--- src/rtl/kps_pkg.sv ---
// Shared constants and types for the k-mer position scatter block.
// No dependencies; every other file of the block imports this package.
package kps_pkg;

    // Default build-time sizes
    localparam int DEF_SEED_LEN   = 14;
    localparam int DEF_PART_CODES = 65536;

    // Field widths of the stream words
    localparam int MODE_W   = 2;
    localparam int IDX_IN_W = 16;
    localparam int VAL_W    = 32;
    localparam int BASE_W   = 2;
    localparam int POS_W    = 32;
    localparam int S_DATA_W = 56;   // 50 payload bits padded to whole bytes
    localparam int M_DATA_W = 64;

    // Configuration register file
    localparam int CFG_W    = 29;
    localparam int APB_AW   = 3;
    localparam int APB_DW   = 32;
    localparam logic [CFG_W-1:0] BEGIN_RST = 29'd0;
    localparam logic [CFG_W-1:0] END_RST   = 29'd65536;
    localparam logic             REG_BEGIN = 1'b0;
    localparam logic             REG_END   = 1'b1;

    // Word kinds carried in tuser
    localparam logic [MODE_W-1:0] MODE_LOAD = 2'd0;
    localparam logic [MODE_W-1:0] MODE_SEQ  = 2'd1;
    localparam logic [MODE_W-1:0] MODE_BASE = 2'd2;

    // Control travelling from the front stage to the cursor stage
    typedef struct packed {
        logic is_load;  // cursor table load, else a base
        logic full;     // a whole seed is present in the rolling code
    } t_s1_ctl;

endpackage

--- src/rtl/kps_apb_regs.sv ---
// Partition bound registers behind an APB-style port.
// Depends on kps_pkg for widths, reset values and register indexes.
module kps_apb_regs (
    input  logic                        i_clk,
    input  logic                        i_rst_n,
    input  logic                        psel,
    input  logic                        penable,
    input  logic                        pwrite,
    input  logic [kps_pkg::APB_AW-1:0]  paddr,
    input  logic [kps_pkg::APB_DW-1:0]  pwdata,
    output logic [kps_pkg::APB_DW-1:0]  prdata,
    output logic                        pready,
    output logic [kps_pkg::CFG_W-1:0]   o_begin,
    output logic [kps_pkg::CFG_W-1:0]   o_end
);
    import kps_pkg::*;

    logic [CFG_W-1:0] r_begin;
    logic [CFG_W-1:0] r_end;
    logic             wr_en;

    assign pready = 1'b1;
    assign wr_en  = psel && penable && pwrite;

    // Write the addressed register in the access phase
    always_ff @(posedge i_clk) begin
        if (!i_rst_n) begin
            r_begin <= BEGIN_RST;
            r_end   <= END_RST;
        end else if (wr_en) begin
            if (paddr[2] == REG_BEGIN) begin
                r_begin <= pwdata[CFG_W-1:0];
            end else begin
                r_end <= pwdata[CFG_W-1:0];
            end
        end
    end

    // Read back the addressed register
    always_comb begin
        if (paddr[2] == REG_BEGIN) begin
            prdata = APB_DW'(r_begin);
        end else begin
            prdata = APB_DW'(r_end);
        end
    end

    assign o_begin = r_begin;
    assign o_end   = r_end;

endmodule

--- config.mk ---
export PLATFORM = sky130hd
export DESIGN_NAME = kps_apb_regs
export DESIGN_NICKNAME = d
export VERILOG_FILES = /design/src/rtl/kps_pkg.sv /design/src/rtl/kps_apb_regs.sv
export SDC_FILE = /design/constraint.sdc
export NUM_CORES = 1
export LEC_CHECK = 0
export BUFFER_PORTS_ARGS = -buffer_cell sky130_fd_sc_hd__buf_4
export CELL_PAD_IN_SITES_DETAIL_PLACEMENT = 2
export CELL_PAD_IN_SITES_GLOBAL_PLACEMENT = 2
export CORE_AREA = 2 2 109 111
export DETAILED_ROUTE_END_ITERATION = 16
export DIE_AREA = 0 0 111 113
export PLACE_DENSITY = 0.83
export SKIP_CTS_REPAIR_TIMING = 1
export SYNTH_ARGS = -nofsm -noshare
export SYNTH_HDL_FRONTEND = slang
export SYNTH_SLANG_ARGS = --single-unit
--- constraint.sdc ---
create_clock -name i_clk -period 1.25 [get_ports i_clk]
set_input_delay 0.25 -clock i_clk [delete_from_list [all_inputs] [get_ports i_clk]]
set_output_delay 0.25 -clock i_clk [all_outputs]
set_load 0.01 [all_outputs]
Yosys cells after proc, flatten, opt, wreduce, memory -nomap -nowiden
Index checks and enable logic that the tools add are counted.
{ "word_totals": {"reg_bits": 58, "input_bits": 40} }
{ "op_classes": {"mux": 1, "n_bitwise": 1, "n_reduce_logical": 4} }
{ "ops": {"columns": ["op", "count"], "rows": [
  ["$mux 29", 1],
  ["$reduce_and 2->1", 2],
  ["$logic_and 1x1->1", 2],
  ["$not 1->1", 1]
]} }

Longest topological paths before layout
{ "logic_depth": {"depth_word": 3, "depth_mapped": 5} }

Worst setup path before layout
No wires, ideal clock.
{ "synth_timing": {"path_kind": "input-to-output", "startpoint": "input paddr[2] (netlist name)", "endpoint": "output prdata[17] (netlist name)", "arrival_time_ps": 1042, "t_required_ps": 1000, "slack_ps": -42, "path_stages": 3, "path_buffers": 2, "cell_sequence": "buf_2 > buf_2 > mux2_2"} }
{ "synth_via": {"elab_chain_len": 1} }
{ "synth_lines": {"columns": ["item", "line_no", "source"], "rows": [
  ["start: declaration", "kps_apb_regs.sv:9", "input logic [kps_pkg::APB_AW-1:0] paddr,"],
  ["$mux 29", "kps_apb_regs.sv:41", "if (paddr[2] == REG_BEGIN) begin"],
  ["end: declaration", "kps_apb_regs.sv:11", "output logic [kps_pkg::APB_DW-1:0] prdata,"]
]} }
No other way between the ends.

Worst setup path in the final report
{ "layout_timing": {"startpoint": "register r_end[12] (netlist: o_end[12])", "endpoint": "output prdata[12] (netlist name)"} }
{ "layout_via": {"elab_chain_len": 1} }
{ "layout_lines": {"columns": ["item", "line_no", "source"], "rows": [
  ["start: declaration", "kps_apb_regs.sv:19", "logic [CFG_W-1:0] r_end;"],
  ["start signal: assignment", "kps_apb_regs.sv:34", "r_end <= pwdata[CFG_W-1:0];"],
  ["$mux 29", "kps_apb_regs.sv:41", null]
]} }
No other way between the ends.

==> flow_metrics.tcl <==
set metrics [dict create \
    status "complete, but fails checks" \
    failed_checks "negative setup slack" \
    drt-initial-drc-count 39 \
    required_ns 1.00 \
    diodes 0 \
    r2r_setup_slack_ns 0.49 \
    clock_path_buffers 2 \
    crit_type "reg2out" \
    coreArea_mm2 0.0113 \
    io-pin-count 131 \
    gp_congestion 0.661 \
    clkTransAtPathRegs_ns 0.05 \
    synthesis.instances 261 \
    grt_setup_unrepaired "true" \
    ant_nets 0 \
    cts-root-buf "clkbuf_16" \
    arrival_ns 1.04 \
    r2r_start "o_end[16]$_SDFFE_PN1P_" \
    clock-skew-final_ns 0 \
    wire_per_inst_um 16.3 \
    end_kind "output port" \
    period_needed_ns 1.29 \
    fin_ws_ns -0.0431 \
    synth_top_cell_by_area "dfxtp_1" \
    min_to "o_begin[16]$_SDFFE_PN0P_" \
    synthTopCellsByArea "dfxtp_1 (45%), mux2i_1 (23%), mux2_2 (13%)" \
    layout_commonest_cell "buf_4" \
    synth-simple-area-share 0.137 \
    route.met2.wl_mm 5.05 \
    ys_ff_latch 58 \
    grt_pass1_wl_mm 13.0 \
    highest_layer "met4" \
    fp.dieW_um 111 \
    clock-sinks 58 \
    final_cell_mix "buf_4 (128), nand2_1 (86), mux2i_1 (58)" \
    initial_core_util 0.227 \
    crit_fanout 3 \
    synth_compound_area_frac 0 \
    die-area_mm2 0.0125 \
    grt_pass1_vias 2525 \
    grt_start_max_net_pins 50 \
    p_per_area_mw_per_mm2 1060 \
    power_uw 4650 \
    port_buffers 121 \
    hold_violations 0 \
    cts_buffers 9 \
    htree_num_levels 3 \
    drive_above_1_share 0.630 \
    netlist_area_mm2 0.00256 \
    hp-class "in2reg" \
    rows 39 \
    holdCritStartpoint "pwdata[16]" \
    hold_slack_ns 0.200 \
    vias 2438 \
    min_path_cells 3 \
    clk_latency_ns 0.31 \
    finish.utilization 0.388 \
    cap_violations 0 \
    fmax_mhz 773 \
    synth_top_family_by_area "multiplexers" \
    drv_slew 0 \
    irDropWorstVdd_mv 0.439 \
    synthAdderAreaFrac 0 \
    reg2reg_to "o_end[16]$_SDFFE_PN1P_" \
    synthToLayoutAreaGrowth_pct 71.0 \
    wl_met3_um 358 \
    pre_cts_ws_ns -0.0445 \
    yosysTopAreaCellShare 0.454 \
    grt-ovfl-total 0 \
    ys.warnings.count 0 \
    synth-xor-area-share 0 \
    finalWirelength_mm 9.06 \
    die_h_um 113 \
    ys_seq_area_frac 0.454 \
    avgSynthCellArea_um2 9.80 \
    leakagePower_uw 0.00217 \
    yosysUniqueCellTypes 12 \
    setup_viol 29 \
    dr.pass1.iters 2 \
    start_kind "flip-flop" \
    hpwlAfterDp_mm 6.11 \
    drt-met1-wl_mm 3.52 \
    fin_nets 451 \
    finalCritPeriodShare 1.03 \
    muxShareOfSynthArea 0.355 \
    cts_tree "yes" \
    post-route-drc-count 0 \
    antenna_found_initial 0 \
    ff2ff_path_depth 3 \
    gr-usage-all-layers 0.130 \
    vias_per_cell 4.38 \
]
-- layout make-up --
cell class / instances / area, µm²
fill: 1224 / 6900
timing repair buffer: 161 / 1390
multi-input combinational: 181 / 1310
sequential: 58 / 1240
clock buffer: 13 / 260
tap: 143 / 179
-- worst max-delay path: stages (launching register included) --
cell and delay (ns):
dfxtp_2 0.32, mux2_2 0.28, buf_6 0.13
-- state kept, by name, summed over array words and instances (netlist names) --
| signal | count |
|---|---|
| o_begin | 29 |
| o_end | 29 |
-- per-stage QoR --
stage	instance area, µm²	instances	TNS, ns
global route	4370	556	-1.65
CTS	3920	524	-1.88
finish	4370	556	-0.780
detailed placement	3660	511	-0.794
global placement	3660	511	-0.373
floorplan	2570	263	0
-- worst max-delay path by stage --
stage | start | end | slack, ns | cells after the start
2_1_floorplan | paddr[2] | prdata[17] | 0.01 | 3
3_3_place_gp | paddr[2] | prdata[24] | -0.04 | 4
3_5_place_dp | paddr[2] | prdata[23] | -0.04 | 4
4_1_cts | o_end[2]$_SDFFE_PN0P_ | prdata[2] | -0.08 | 2
5_1_grt | o_end[12]$_SDFFE_PN0P_ | prdata[12] | -0.07 | 2
6_report | o_end[12]$_SDFFE_PN0P_ | prdata[12] | -0.04 | 2
-- power breakdown --
| part | internal, µW | switching (µW) | total [µW] | leakage [µW] |
|---|---|---|---|---|
| registers | 1900 | 31.0 | 1930 | 0.000497 |
| clock network | 1410 | 762 | 2170 | 0.000128 |
| logic | 301 | 246 | 547 | 0.00155 |
-- cells in the mapped netlist, drive strengths merged --
master	count
and4b	1
buf	15
clkbuf	9
conb	2
dfxtp	58
mux2	29
mux2i	58
nand2	86
nand4	1
nor2b	2
-- kinds of logic (layout without fill, tap and decap cells) --
| logic type | count (synthesis) | in the layout |
|---|---|---|
| and+or+nand+nor | 90 | 90 |
| muxes | 87 | 87 |
| DFF | 58 | 58 |
| buffers and inverters | 24 | 174 |
| other | 2 | 4 |
-- layer usage --
| layer | global-route usage | vias to the layer above |
|---|---|---|
| met1 | 0.147 | 1205 |
| li1 | - | 1158 |
| met4 | 0.0550 | 0 |
| met5 | 0 | - |
| met2 | 0.238 | 67 |
| met3 | 0.0252 | 8 |
No activity file was read; power rests on OpenSTA's default activity.
