<file path="config.mk">
export PLATFORM = sky130hd
export DESIGN_NAME = kps_seed_front
export DESIGN_NICKNAME = d
export VERILOG_FILES = /design/src/rtl/kps_pkg.sv /design/src/rtl/kps_seed_front.sv
export SDC_FILE = /design/constraint.sdc
export NUM_CORES = 1
export LEC_CHECK = 0
export ABC_AREA = 1
export BUFFER_PORTS_ARGS = -buffer_cell sky130_fd_sc_hd__buf_2
export CAP_MARGIN = 25
export CORE_MARGIN = 1
export CORE_UTILIZATION = 30
export CTS_BUF_LIST = sky130_fd_sc_hd__clkbuf_16
export DETAILED_ROUTE_END_ITERATION = 12
export PLACE_DENSITY = 0.5
export SYNTH_ARGS = -nofsm -noshare
export SYNTH_HDL_FRONTEND = slang
export SYNTH_SLANG_ARGS = --single-unit
</file>
<file path="constraint.sdc">
create_clock -name i_clk -period 1.6 [get_ports i_clk]
set_input_delay 0.08 -clock i_clk [delete_from_list [all_inputs] [get_ports i_clk]]
set_output_delay 0.08 -clock i_clk [all_outputs]
set_load 0.02 [all_outputs]
</file>
<file path="src/rtl/kps_pkg.sv">
// Shared constants and types for the k-mer position scatter block.
// No dependencies; every other file of the block imports this package.
package kps_pkg;

    // Default build-time sizes
    localparam int DEF_SEED_LEN   = 14;
    localparam int DEF_PART_CODES = 65536;

    // Field widths of the stream words
    localparam int MODE_W   = 2;
    localparam int IDX_IN_W = 16;
    localparam int VAL_W    = 32;
    localparam int BASE_W   = 2;
    localparam int POS_W    = 32;
    localparam int S_DATA_W = 56;   // 50 payload bits padded to whole bytes
    localparam int M_DATA_W = 64;

    // Configuration register file
    localparam int CFG_W    = 29;
    localparam int APB_AW   = 3;
    localparam int APB_DW   = 32;
    localparam logic [CFG_W-1:0] BEGIN_RST = 29'd0;
    localparam logic [CFG_W-1:0] END_RST   = 29'd65536;
    localparam logic             REG_BEGIN = 1'b0;
    localparam logic             REG_END   = 1'b1;

    // Word kinds carried in tuser
    localparam logic [MODE_W-1:0] MODE_LOAD = 2'd0;
    localparam logic [MODE_W-1:0] MODE_SEQ  = 2'd1;
    localparam logic [MODE_W-1:0] MODE_BASE = 2'd2;

    // Control travelling from the front stage to the cursor stage
    typedef struct packed {
        logic is_load;  // cursor table load, else a base
        logic full;     // a whole seed is present in the rolling code
    } t_s1_ctl;

endpackage

</file>
<file path="src/rtl/kps_seed_front.sv">
// Front stage: rolling seed code, valid count and genome position.
// Depends on kps_pkg; feeds one registered word a cycle to kps_scatter_back on advance.
module kps_seed_front #(
    parameter int SEED_LEN = kps_pkg::DEF_SEED_LEN
) (
    input  logic                          i_clk,
    input  logic                          i_rst_n,
    input  logic                          i_advance,
    input  logic                          i_fire,
    input  logic [kps_pkg::MODE_W-1:0]    i_mode,
    input  logic [kps_pkg::IDX_IN_W-1:0]  i_idx,
    input  logic [kps_pkg::VAL_W-1:0]     i_value,
    input  logic [kps_pkg::BASE_W-1:0]    i_base,
    output logic                          o_s1_valid,
    output kps_pkg::t_s1_ctl              o_s1_ctl,
    output logic [2*SEED_LEN-1:0]         o_s1_code,
    output logic [kps_pkg::POS_W-1:0]     o_s1_pos,
    output logic [kps_pkg::IDX_IN_W-1:0]  o_s1_idx,
    output logic [kps_pkg::VAL_W-1:0]     o_s1_value
);
    import kps_pkg::*;

    localparam int CODE_W = 2 * SEED_LEN;
    localparam int CNT_W  = $clog2(SEED_LEN + 1);

    logic [CODE_W-1:0] r_code, n_code;
    logic [CNT_W-1:0]  r_cnt, n_cnt;
    logic [POS_W-1:0]  r_gpos;
    logic              is_load, is_seq, is_base;

    logic              r_s1_valid;
    t_s1_ctl           r_s1_ctl;
    logic [CODE_W-1:0] r_s1_code;
    logic [POS_W-1:0]  r_s1_pos;
    logic [IDX_IN_W-1:0] r_s1_idx;
    logic [VAL_W-1:0]  r_s1_value;

    assign is_load = (i_mode == MODE_LOAD);
    assign is_seq  = (i_mode == MODE_SEQ);
    assign is_base = (i_mode == MODE_BASE);

    // Shift the new base in and count up to a full seed
    assign n_code = CODE_W'({r_code, i_base});
    assign n_cnt  = (r_cnt == CNT_W'(SEED_LEN)) ? r_cnt : r_cnt + 1'b1;

    // Sequence state: a sequence start clears code and count only
    always_ff @(posedge i_clk) begin
        if (!i_rst_n) begin
            r_code <= '0;
            r_cnt  <= '0;
            r_gpos <= '0;
        end else if (i_fire) begin
            if (is_seq) begin
                r_code <= '0;
                r_cnt  <= '0;
            end else if (is_base) begin
                r_code <= n_code;
                r_cnt  <= n_cnt;
                r_gpos <= r_gpos + 1'b1;
            end
        end
    end

    // Stage register towards the cursor table
    always_ff @(posedge i_clk) begin
        if (!i_rst_n) begin
            r_s1_valid <= 1'b0;
        end else if (i_advance) begin
            r_s1_valid <= i_fire && (is_load || is_base);
        end
    end

    always_ff @(posedge i_clk) begin
        if (i_advance) begin
            r_s1_ctl.is_load <= is_load;
            r_s1_ctl.full    <= (n_cnt == CNT_W'(SEED_LEN));
            r_s1_code        <= n_code;
            r_s1_pos         <= r_gpos - POS_W'(SEED_LEN - 1);
            r_s1_idx         <= i_idx;
            r_s1_value       <= i_value;
        end
    end

    assign o_s1_valid = r_s1_valid;
    assign o_s1_ctl   = r_s1_ctl;
    assign o_s1_code  = r_s1_code;
    assign o_s1_pos   = r_s1_pos;
    assign o_s1_idx   = r_s1_idx;
    assign o_s1_value = r_s1_value;

endmodule

</file>
Word level (Yosys, flattened, before mapping)
Cells that the tools add are included.
{"block": "word_totals", "ff_bits": 173, "in_bits": 56, "output_inout_bits": 111, "elab_cells": 29}
{"block": "classes", "add_sub_neg": 3, "eq_ne": 4, "n_mux": 5, "bitwise_logic": 1, "reduce_logical": 6}
{"operator": "two-way mux 26 bit", "count": 2}
{"operator": "adder 32 x 1 -> 32 bit (second input constant)", "count": 1}
{"operator": "subtractor 32 x 4 -> 32 bit (second input constant)", "count": 1}
{"operator": "two-way mux 4 bit", "count": 3}
{"operator": "== test 4 bit (second input constant)", "count": 2}
{"operator": "adder 4 x 1 -> 4 bit (second input constant)", "count": 1}
{"operator": "AND reduction 3 bit", "count": 1}
{"operator": "== test 2 x 1 -> 1 bit (second input constant)", "count": 1}
{"operator": "== test 2 bit (second input constant)", "count": 1}
{"operator": "zero test 2 bit", "count": 1}
{"operator": "AND reduction 2 bit", "count": 1}
{"operator": "nonzero test 2 bit", "count": 1}
{"operator": "logical AND 1 bit", "count": 1}
{"operator": "logical OR 1 bit", "count": 1}
{"operator": "NOT 1 bit", "count": 1}

Logic depth before layout (Yosys ltp)
{"block": "logic_depth", "ltp_word": 4, "ltp_mapped": 12, "mapped_depth_nobuf": 11}

Worst setup path after synthesis
No wires, ideal clock.
{"block": "synth_timing", "path_kind": "reg-to-reg", "startpoint": "register r_gpos[0]", "endpoint": "register r_s1_pos[28] (netlist: o_s1_pos[28]), data pin", "setup_ns": 0.259, "arrival_time_ns": 1.340, "required_time_ns": 1.341, "slack_ns": 0.000, "path_stages_with_launch": 9, "n_path_buf": 0, "period_less_slack_ns": 1.600, "cell_sequence": "dfxtp_1 > inv_1 > ha_1 > nor2_2 > nor2_2 > nand2_1 > nor2_2 > nand2_1 > xor2_1"}
{"block": "synth_via", "elab_chain_cells": 1}
{"element": "start, declared", "line": "kps_seed_front.sv:28", "source": "logic [POS_W-1:0] r_gpos;"}
{"element": "start signal, assigned", "line": "kps_seed_front.sv:59", "source": "r_gpos <= r_gpos + 1'b1;"}
{"element": "subtractor 32 x 4 -> 32 bit", "line": "kps_seed_front.sv:78", "source": "r_s1_pos <= r_gpos - POS_W'(SEED_LEN - 1);"}
{"element": "end signal, assigned", "line": "kps_seed_front.sv:78"}
{"element": "end, declared", "line": "kps_seed_front.sv:34", "source": "logic [POS_W-1:0] r_s1_pos;"}
Every way passes these cells.
A chain may end at the register's enable or synchronous reset.

Worst setup path in the final report
{"block": "layout_timing", "startpoint": "register r_gpos[12]", "endpoint": "register r_s1_pos[31] (netlist: o_s1_pos[31]), data pin"}
Same word-level chain as after synthesis.

==> results.md <==
* Status: finished clean
* Reg-to-Reg End: o_s1_pos[31]
* Crit path launch type: flip-flop
* Die width at 156 microns
* CTS tree: done
* CP required at 1770 ps
* CTS Sinks at 173
* Via density at 4.29
* Clk Latency, worst-skew pair at 420 ps
* Synth Net Count at 777
* Min cycle time layout at 1520 ps
* Clk pin slew, worst setup/hold paths at 70 ps
* Fin util at 0.421
* Hold Vio Cnt, Final at 0
* Layout Skew at 7.91 ps
* Synth cell count leaders: nand2_1, edfxtp_1, nor2_1
* Psw at 2370 uW
* Min-Delay Path Class: primary input to flip-flop
* Power per Cell Area at 993 nW/um^2
* Total number of H-tree levels at 4
* FF-to-FF Start: r_gpos[12]
* Worst VDD drop at 0.000661 V
* Remaining design rule violation count at 0
* Die H at 156 microns
* Area Overhead vs Synth at 37.7%
* ANT cells at 0
* Die area at 24500 sq um
* Reg area at 4580 sq um
* Nets at 1026
* Initial antenna violation count at 0
* Hold_sp: i_advance
* Leakage at 0.00399 uW
* Synthesized area at 7150 sq um
* Max Freq at 0.658 GHz
* Seq pwr share at 0.504
* Setup CP Type: flip-flop to flip-flop
* Initial Util at 0.305
* GP Congestion at 0.830
* Worst Path Max Fanout at 4
* Fill cell count at 2329
* Synth top area cells: edfxtp_1, dfxtp_1, nand2_1
* Placement Cell Area at 8560 sq um
* ANT nets after route at 0
* Combinational Power Share at 0.073
* Total GRT Usage at 0.144
* Worst Path Arrival at 1690 ps
* Synth area leader: edfxtp_1
* Fin area at 9840 sq um
* DR WL/cell at 13.4 microns
* Row count at 56
* Vias in the first global route at 5248
* Crit share post-route at 0.949
* TritonCTS Buffers at 17
* DRT iter0 DRCs at 282
* Vias at 5561
* Root buffer cell: clkbuf_16
* Yosys cell types at 34
* Pre-CTS setup slack at -38.8 ps
* Ys flop type: edfxtp_1
* Final HPWL from detailed placement at 12300 microns
* Slack of the critical path at 81.0 ps
* Number of synthesized flops with an enable pin at 110
* Largest net degree at the start of global routing at 50
* R2R Setup Slk at 80 ps
* Share of layout cells above drive strength 1 at 0.307
* Final wirelength at 17300 microns
* Clock Power Share at 0.424
* IO buf count at 166
* Post-synthesis sequential area ratio at 0.638
* Core area at 23400 sq um
* Hold Path End: o_s1_idx[9]
* IO Pins at 167
* Async S/R FF share, synth at 0
* FF+latch count, synth at 173
* Max-slew headroom at 0.633
* Max cap viols at 0
* Most common cell in the netlist: nand2_1
* Final Max Slew Viols at 0
* Total gr overflow at 0
* Hold Crit Depth at 1
* Hold_ws at 29.5 ps
* First-pass GRT wire length at 26900 microns
* First-pass detailed-route iteration total at 4
* Internal power at 7410 uW
* Final setup viols at 0
* Area occupied by multi-input gates at 2340 sq um
* Syn Inst Count at 714
* Avg Cell Area, Syn at 10.0 sq um
* Sw Ratio at 0.242
* Worst Tran Pin Value at 549 ps
* Worst setup EP type: flip-flop
* Top-area cell type share of the netlist area at 0.462
* Reg2reg path depth at 8
* Clock Tree Buf Depth at 2
* Yosys warns at 0
[cell type report]
class                           instances  area share
Multi-Input combinational cell        451       0.237
Clock buffer                           17      0.0432
Timing Repair Buffer                  251       0.169
Inverter                               69      0.0263
Tap cell                              319      0.0406
Sequential cell                       173       0.465
Clock inverter                         15      0.0181
[flip-flops by register name, summed over array words and instances (netlist names)]
name        cells
o_s1_pos       32
o_s1_value     32
r_gpos         32
o_s1_code      28
r_code         26
o_s1_idx       16
r_cnt           4
o_s1_ctl        2
o_s1_valid      1
[kinds of logic after synthesis]
| group | after synthesis | synth area share |
|---|---|---|
| flip-flops | 173 | 0.638 |
| adder cells (fa/ha/maj) | 7 | 0.0123 |
| XOR/XNOR | 25 | 0.0306 |
| AND/OR/NAND/NOR | 346 | 0.216 |
| AO/OA/AOI/OAI | 72 | 0.0516 |
| buffers and inverters | 91 | 0.0515 |
[critical path, cell delays in order (launching register included)]
cell	delay, ps
dfxtp_1	350
inv_2	120
nand2_2	80
inv_1	60
nand2_1	100
nor2_1	110
nand2_1	120
nor2_1	220
xor2_1	100
[power groups by stage]
stage | Clock (uW) | Sequential (uW) | Combinational, uW
floorplan | 0 | 5220 | 97.4
global placement | 0 | 5020 | 608
detailed placement | 0 | 5030 | 611
CTS | 4280 | 4930 | 710
global route | 4440 | 4940 | 763
finish | 4140 | 4920 | 709
[metrics by stage]
stage          TNS [ps]  std cells  total power, uW
2_1_floorplan         0        714             5310
5_1_grt           -14.2       1295            10100
3_3_place_gp      -23.9       1207             5630
6_report              0       1295             9770
3_5_place_dp       -118       1207             5640
4_1_cts               0       1290             9910
[worst max path at each step]
| stage | slack, ps | endpoint | cells after the start | start |
|---|---|---|---|---|
| after global routing | -10 | o_s1_pos[29] | 8 | r_gpos[5] |
| after detailed placement | -40 | o_s1_pos[28] | 8 | r_gpos[0] |
| after floorplan | 0.4 | o_s1_pos[28] | 8 | r_gpos[0] |
| final | 80 | o_s1_pos[31] | 8 | r_gpos[12] |
| after global placement | -20 | o_s1_pos[28] | 8 | r_gpos[0] |
| after CTS | 8 | o_s1_pos[28] | 8 | r_gpos[0] |
[repair_timing]
action	4_1_cts	5_1_grt
cloned	0	1
pin swaps	1	10
gates resized for setup	2	39
setup endpoints to repair	5	33
setup buffers	0	4
endpoints found under the hold margin	53	0
hold buffers	51	0
[cell usage in the layout (no fill, tap or decap), types with 3 or more instances in the layout]
cell,count
inv_6,3
inv_2,8
dfxtp_1,54
a21oi_1,47
buf_12,5
nand4_1,11
nor2_1,75
nand3_1,26
and2_1,3
dlygate4sd3_1,51
nor2_4,11
nand2_1,178
nor3_1,6
xor2_1,23
inv_8,4
buf_2,165
nand3_2,6
inv_1,61
o21ai_1,8
nor2_2,17
o21ai_0,12
clkbuf_16,17
buf_4,29
ha_1,5
dfxtp_2,8
clkinv_8,3
nand2_2,6
edfxtp_1,110
[routing by layer]
metal / up-vias / track usage / part of all wire
met5: - / 0 / 0
met4: 0 / 0.0481 / 0.017
met3: 18 / 0.0330 / 0.042
met2: 143 / 0.244 / 0.49
met1: 2557 / 0.179 / 0.45
li1: 2843 / - / -
(Power assumes the default switching activity.)
